==> src/design/sbpa_pkg.sv <==
// ----------------------------------------------------------------------------
// sbpa_pkg
// Shared types and constants of the slab block pool allocator.
// ----------------------------------------------------------------------------
package sbpa_pkg;

    localparam int SLAB_BLOCKS_DEF = 16;
    localparam int MAX_SLABS_DEF   = 16;

    localparam int HANDLE_W = 8;
    localparam int CNT_W    = 9;
    localparam int SLAB_W   = 5;
    localparam int CFG_W    = 5;
    localparam int KIND_W   = 2;

    localparam logic [CFG_W-1:0] LIMIT_RST = 5'd16;

    typedef enum logic [1:0] {
        K_ALLOC   = 2'd0,
        K_FREE    = 2'd1,
        K_RECLAIM = 2'd2,
        K_NOP     = 2'd3
    } t_kind;

    typedef enum logic [1:0] {
        ST_OK   = 2'd0,
        ST_OOM  = 2'd1,
        ST_NONE = 2'd2,
        ST_FAIL = 2'd3
    } t_status;

    typedef enum logic [3:0] {
        S_IDLE,
        S_ADD_HD,
        S_ADD_WR,
        S_POP_RD,
        S_POP_UPD,
        S_DROP,
        S_SEEK,
        S_RC_RD,
        S_RC_CHK,
        S_FR_CHK,
        S_FR_LINK,
        S_FIN
    } t_state;

    typedef struct packed {
        t_status              status;
        logic [HANDLE_W-1:0]  handle;
        logic [HANDLE_W-1:0]  source;
        logic                 is_move;
    } t_res;

endpackage

==> src/design/sbpa_out_q.sv <==
// ----------------------------------------------------------------------------
// sbpa_out_q
// Result queue and output register; drains once the step is complete.
// ----------------------------------------------------------------------------
module sbpa_out_q #(
    parameter int SLAB_BLOCKS = sbpa_pkg::SLAB_BLOCKS_DEF
) (
    input  logic                          i_clk,
    input  logic                          i_rst_n,
    input  logic                          i_push,
    input  sbpa_pkg::t_res                i_res,
    input  logic                          i_drain,
    input  logic [sbpa_pkg::CNT_W-1:0]    i_free_count,
    input  logic [sbpa_pkg::SLAB_W-1:0]   i_slab_count,
    output logic                          o_busy,
    output logic                          o_m_tvalid,
    input  logic                          i_m_tready,
    // handle, source, free_count, slab_count, zero pad
    output logic [31:0]                   o_m_tdata,
    // status, is_move
    output logic [2:0]                    o_m_tuser,
    output logic                          o_m_tlast
);
    import sbpa_pkg::*;

    localparam int QAW = $clog2(SLAB_BLOCKS + 1);
    localparam int QD  = 2 ** QAW;

    t_res             m_q [QD];
    t_res             r_qdata;
    logic [QAW-1:0]   r_wp, r_rp;
    logic [QAW:0]     r_cnt;
    logic             r_pend;
    logic             r_ovalid;
    t_res             r_ores;
    logic [CNT_W-1:0] r_ofree;
    logic [SLAB_W-1:0] r_oslab;
    logic             load, rd_en;

    assign load  = r_pend && (!r_ovalid || i_m_tready);
    assign rd_en = (r_cnt != '0) && i_drain && (!r_pend || load);

    always_ff @(posedge i_clk) begin
        if (i_push) begin
            m_q[r_wp] <= i_res;
        end
        if (rd_en) begin
            r_qdata <= m_q[r_rp];
        end
        if (load) begin
            r_ores  <= r_qdata;
            r_ofree <= i_free_count;
            r_oslab <= i_slab_count;
        end
    end

    always_ff @(posedge i_clk) begin
        if (!i_rst_n) begin
            r_wp     <= '0;
            r_rp     <= '0;
            r_cnt    <= '0;
            r_pend   <= 1'b0;
            r_ovalid <= 1'b0;
        end else begin
            if (i_push) begin
                r_wp <= r_wp + 1'b1;
            end
            if (rd_en) begin
                r_rp <= r_rp + 1'b1;
            end
            r_cnt  <= r_cnt + {{QAW{1'b0}}, i_push} - {{QAW{1'b0}}, rd_en};
            r_pend <= rd_en || (r_pend && !load);
            if (load) begin
                r_ovalid <= 1'b1;
            end else if (i_m_tready) begin
                r_ovalid <= 1'b0;
            end
        end
    end

    assign o_busy     = (r_cnt != '0) || r_pend;
    assign o_m_tvalid = r_ovalid;
    assign o_m_tdata  = {2'b00, r_oslab, r_ofree, r_ores.source, r_ores.handle};
    assign o_m_tuser  = {r_ores.is_move, r_ores.status};
    assign o_m_tlast  = !r_ores.is_move;

    a_no_overflow: assert property (@(posedge i_clk) disable iff (!i_rst_n)
        int'(r_cnt) <= QD)
        else $error("result queue overflow");
    a_no_mix: assert property (@(posedge i_clk) disable iff (!i_rst_n)
        i_push |-> !rd_en)
        else $error("drain while step still running");
    a_load_src: assert property (@(posedge i_clk) disable iff (!i_rst_n)
        load |-> $past(rd_en) || $past(r_pend))
        else $error("output loaded without read data");

endmodule

==> config.mk <==
export PLATFORM = sky130hd
export DESIGN_NAME = sbpa_out_q
export DESIGN_NICKNAME = d
export VERILOG_FILES = /design/src/design/sbpa_pkg.sv /design/src/design/sbpa_out_q.sv
export SDC_FILE = /design/constraint.sdc
export NUM_CORES = 1
export LEC_CHECK = 0
export ABC_AREA = 1
export BUFFER_PORTS_ARGS = -buffer_cell sky130_fd_sc_hd__buf_4
export CAP_MARGIN = 15
export CORE_ASPECT_RATIO = 0.8
export CORE_UTILIZATION = 45
export DETAILED_ROUTE_END_ITERATION = 10
export GPL_ROUTABILITY_DRIVEN = 0
export GPL_TIMING_DRIVEN = 0
export MAX_ROUTING_LAYER = met4
export PLACE_DENSITY = 0.61
export RECOVER_POWER = 50
export SETUP_SLACK_MARGIN = 0.5
export SKIP_LAST_GASP = 1
export SLEW_MARGIN = 30
export SYNTH_ARGS = -nofsm -noshare
export SYNTH_HDL_FRONTEND = slang
export SYNTH_SLANG_ARGS = --single-unit
==> constraint.sdc <==
create_clock -name i_clk -period 3.7 [get_ports i_clk]
set_clock_uncertainty 0.15 [all_clocks]
set_input_delay 0.37 -clock i_clk [delete_from_list [all_inputs] [get_ports i_clk]]
set_output_delay 0.37 -clock i_clk [all_outputs]
set_load 0.1 [all_outputs]
# Yosys cells after proc, flatten, opt, wreduce, memory -nomap -nowiden
# Memories as Yosys holds them, arrays and structs flattened. A register that Yosys moved wholly into a read port is not among the register bits.
# Cells that the tools add are included.
[totals]
regBits = 51
mem_bits_rw = 608
in_bits = 38
output_inout_bits = 38
word_cells = 34
mem_count = 1
[memory_table]
columns = ["name", "depth", "width", "rd", "rd_clocked_by_memory_dff", "write_ports", "line", "text"]
rows = [
  ["m_q", 32, 19, 1, 1, 1, "sbpa_out_q.sv:29", "t_res m_q [QD];"],
]
[classes]
add_sub_neg = 4
mux = 4
reduce_logical = 14
[op_table]
columns = ["op", "count"]
rows = [
  ["$add A5 B1 Y5 const B", 2],
  ["$add A6 B1 Y6", 1],
  ["$reduce_bool A6 Y1", 1],
  ["$sub A6 B1 Y6", 1],
  ["$logic_and A1 B1 Y1", 4],
  ["$logic_not A1 Y1", 4],
  ["$logic_or A1 B1 Y1", 4],
  ["$mux W1", 4],
  ["$reduce_bool A2 Y1", 1],
]

# Logic depth before layout (Yosys ltp)
[logic_depth]
word_depth = 6
depth_mapped = 16
depth_no_buf = 16

# Least setup slack after synthesis
# OpenSTA, ideal clock, no wires.
[synth_timing]
path_type = "flip-flop to flip-flop"
start = "reg r_ovalid (netlist: o_m_tvalid)"
end = "reg r_cnt[4]"
setup_ns = 0.070
arrival_time_ns = 3.241
required_time_ns = 3.480
setup_slack_ns = 0.239
stages_incl_launch_ff = 14
cell_sequence = "dfxtp_1 > nand2_1 > inv_1 > nand2_1 > nand3_1 > inv_1 > ha_1 > inv_1 > ha_1 > inv_1 > fa_1 > o31ai_1 > o21ai_0 > a21oi_1"
[synth_between]
elab_chain_cells = 6
[synth_rtl]
columns = ["item", "line", "text"]
rows = [
  ["from (decl)", "sbpa_out_q.sv:34", "logic r_ovalid;"],
  ["from (signal assigned)", "sbpa_out_q.sv:63", "r_ovalid <= 1'b0;"],
  ["from (signal assigned)", "sbpa_out_q.sv:74", "r_ovalid <= 1'b1;"],
  ["from (signal assigned)", "sbpa_out_q.sv:76", "r_ovalid <= 1'b0;"],
  ["$logic_not A1 Y1", "sbpa_out_q.sv:40", "assign load = r_pend && (!r_ovalid || i_m_tready);"],
  ["$logic_or A1 B1 Y1", "sbpa_out_q.sv:40", ""],
  ["$logic_and A1 B1 Y1", "sbpa_out_q.sv:40", ""],
  ["$logic_or A1 B1 Y1", "sbpa_out_q.sv:41", "assign rd_en = (r_cnt != '0) && i_drain && (!r_pend || load);"],
  ["$logic_and A1 B1 Y1", "sbpa_out_q.sv:41", ""],
  ["net rd_en", "sbpa_out_q.sv:38", "logic load, rd_en;"],
  ["$sub A6 B1 Y6", "sbpa_out_q.sv:71", "r_cnt <= r_cnt + {{QAW{1'b0}}, i_push} - {{QAW{1'b0}}, rd_en};"],
  ["to (signal assigned)", "sbpa_out_q.sv:71", ""],
  ["to (decl)", "sbpa_out_q.sv:32", "logic [QAW:0] r_cnt;"],
]
# The timed path passes the listed nets, and every way through them passes these cells.
# A chain may end at the register's enable or synchronous reset.

# Worst setup path after layout
# Ends and elaborated chain as after synthesis.

==> metrics.csv <==
metric,value,unit
path_clk_slew,0.06,ns
overflow,0,
final_core_util,52.3,%
timing.slew.headroom,-42.5,%
reg2reg_depth,13,
worstReg2RegStart,o_m_tvalid,
violations,"capacitance limit, slew limit",
hold_viol_final,0,
grt_start_max_net_pins,33,
leakagePower,0.0128,uW
grt_setup_unrepaired,false,
ant_nets,0,
required,4.09,ns
r2r_end,r_cnt[4],
cts_buffer_depth,3,
cp-end-kind,register,
cp-start-kind,register,
cts_tree,yes,
hpwl,50500,um
slew_violations,638,
ys_ff_latch,678,
avgRoutedWirePerCell,21.1,um
drt-pass1-iter-count,6,
io_pins,76,
hold_path.startpoint,i_m_tready,
area_growth,14.1,%
run_status,"finished, violations left",
ys_seq_area_share,71.4,%
tns,0,ns
first_global_vias,18401,
synthesis.instances,2566,
die_y,226,um
synth.top_cells.by_count,"nand2_1, edfxtp_1, nand3_1, inv_1, nor2_1",
dieArea,0.0638,mm2
nNetsFinal,2785,
coreArea,0.0616,mm2
critPathArrivalTime,3.62,ns
start_util,45.8,%
htreeDepth,3,
cts_root_buf,clkbuf_16,
hold-path-endpoint,o_m_tvalid,
synth-edff-count,660,
worst_pin_slew,2.14,ns
clk_latency,0.61,ns
numCtsBuffers,67,
row_count,81,
num_vias,18828,
setup_ws,0.470,ns
reg2reg_setup_slack,0.47,ns
drt_wl_total,76300,um
cts.sinks,678,
grt_pass1_wl,114000,um
grt.total_usage,25.4,%
synth_top_flop_cell,edfxtp_1,
powerDensity,593,mW/mm2
holdPathStages,4,
syn_area,0.0282,mm2
yosysMostFrequentCell,nand2_1,
drc,0,
antenna_found_initial,2,
ys_types,27,
vias_per_cell,5.21,
max_freq,310,MHz
netlist.area_leader.share,70.2,%
n_antenna_cell,0,
path_max_fanout,12,
setup_viol,0,
min_period_over_period,87.3,%
fp.dieW,282,um
ir_drop,0.379,mV
portBuffers,72,
drive_gt1_share,9.49,%
fin_crit,3.23,ns
async_flop_share,0,%
min_path_type,in -> reg,
drt_iter0_markers,2128,
place_ws,-0.297,ns
max-cap-violations,20,
yosys_warnings,0,
synth.area.top_cells,"edfxtp_1, nand2_1, nand3_1",
syn_avg_cell_area,11.0,um2
crit_type,reg -> reg,
synth_top_area_cell,edfxtp_1,
## flip-flops by register name, indices dropped and copies added, names as in the netlist
name / cells
o_m_tdata: 16
r_cnt: 6
r_wp: 5
r_qdata: 19
m_q: 608
o_m_tvalid: 1
r_oslab: 5
r_pend: 1
o_m_tuser: 3
r_rp: 5
r_ofree: 9
## power breakdown
group / total (uW) / leakage [uW] / switching, uW / internal [uW]
clock: 6490 / 0.00101 / 2830 / 3660
combinational: 3870 / 0.00571 / 2890 / 983
sequential: 8770 / 0.00612 / 66.1 / 8710
total: 19100 / 0.0128 / 5780 / 13300
## logic make-up after synthesis
kind of cell | after synthesis | synth area share [%]
AO/OA/AOI/OAI | 82 | 1.64
AND/OR/NAND/NOR | 1321 | 19.2
other | 1 | 0.0133
flip-flops | 678 | 71.4
XOR/XNOR | 3 | 0.0930
adder cells (fa/ha/maj) | 14 | 0.647
buffers and inverters | 467 | 6.93
## metrics by stage
stage	total power [uW]	hold slack, ns	area (um2)	cells
6_report	19100	0.0641	32200	3612
4_1_cts	19200	0.0216	32400	3611
5_1_grt	19900	0.0661	32200	3612
3_3_place_gp	12700	0.255	29800	3469
2_1_floorplan	11400	0.250	28200	2567
3_5_place_dp	12800	0.255	30200	3476
## worst max path at each step
stage	from	end	slack [ns]
after detailed placement	i_m_tready	r_cnt[4]	-0.30
after global placement	i_m_tready	r_cnt[4]	-0.64
after global routing	o_m_tvalid	r_cnt[4]	0.36
after CTS	o_m_tvalid	r_cnt[4]	0.52
after floorplan	o_m_tvalid	r_cnt[4]	0.57
final	o_m_tvalid	r_cnt[4]	0.47
## cell type report
type	count	area, um2
inverter	337	1280
tap	830	1040
multi-input combinational	1422	6340
timing repair buffer	96	669
clock buffer	89	1850
fill	5447	29400
sequential	678	20200
buffer	130	688
timing repair inverter	1	6.26
clock inverter	29	184
## worst max-delay path, stage by stage, from the launching register on
cell	delay (ns)
dfxtp_1	0.47
nand2_1	0.23
inv_1	0.25
nand2_1	0.16
nand3_4	0.16
clkinv_8	0.12
ha_1	0.30
inv_1	0.06
ha_1	0.13
inv_1	0.07
fa_1	0.45
o31ai_1	0.34
o21ai_0	0.13
a21oi_1	0.15
## per-layer routing
metal / wire (um) / global-route usage (%) / vias to the layer above
li1: - / - / 8815
met1: 33200 / 35.0 / 9141
met2: 34200 / 37.7 / 730
met3: 6820 / 5.80 / 142
met4: 2030 / 7.08 / 0
met5: 0 / - / -
## cells in the final DEF (no fill, tap or decap), types with 2 or more instances in the layout
cell type / synthesis / final
a21oi_1: 53 / 53
buf_2: 70 / 70
dlygate4sd3_1: 0 / 16
dfxtp_1: 18 / 18
conb_1: 1 / 2
buf_1: 5 / 5
o211ai_1: 19 / 19
bufinv_16: 0 / 2
nor2_1: 81 / 49
inv_1: 334 / 333
buf_6: 3 / 8
nor3_1: 3 / 3
nand2_1: 867 / 867
buf_16: 0 / 2
nor2_4: 0 / 27
nand3_1: 367 / 366
xor2_1: 3 / 3
clkbuf_4: 0 / 14
buf_4: 24 / 43
ha_1: 13 / 13
clkinv_2: 0 / 14
inv_4: 2 / 3
clkbuf_1: 28 / 85
edfxtp_1: 660 / 660
o21ai_0: 7 / 7
nor2_2: 0 / 5
clkinv_1: 1 / 13
clkbuf_16: 0 / 71
## what timing repair did
item,4_1_cts,5_1_grt
resized for setup,6,2
pin swaps,0,1
buffers inserted,0,1
endpoints found under the setup margin,5,1
endpoints found under the hold margin,16,0
hold buffers,16,0
gates cloned,1,0
(Power assumes the default switching activity.)
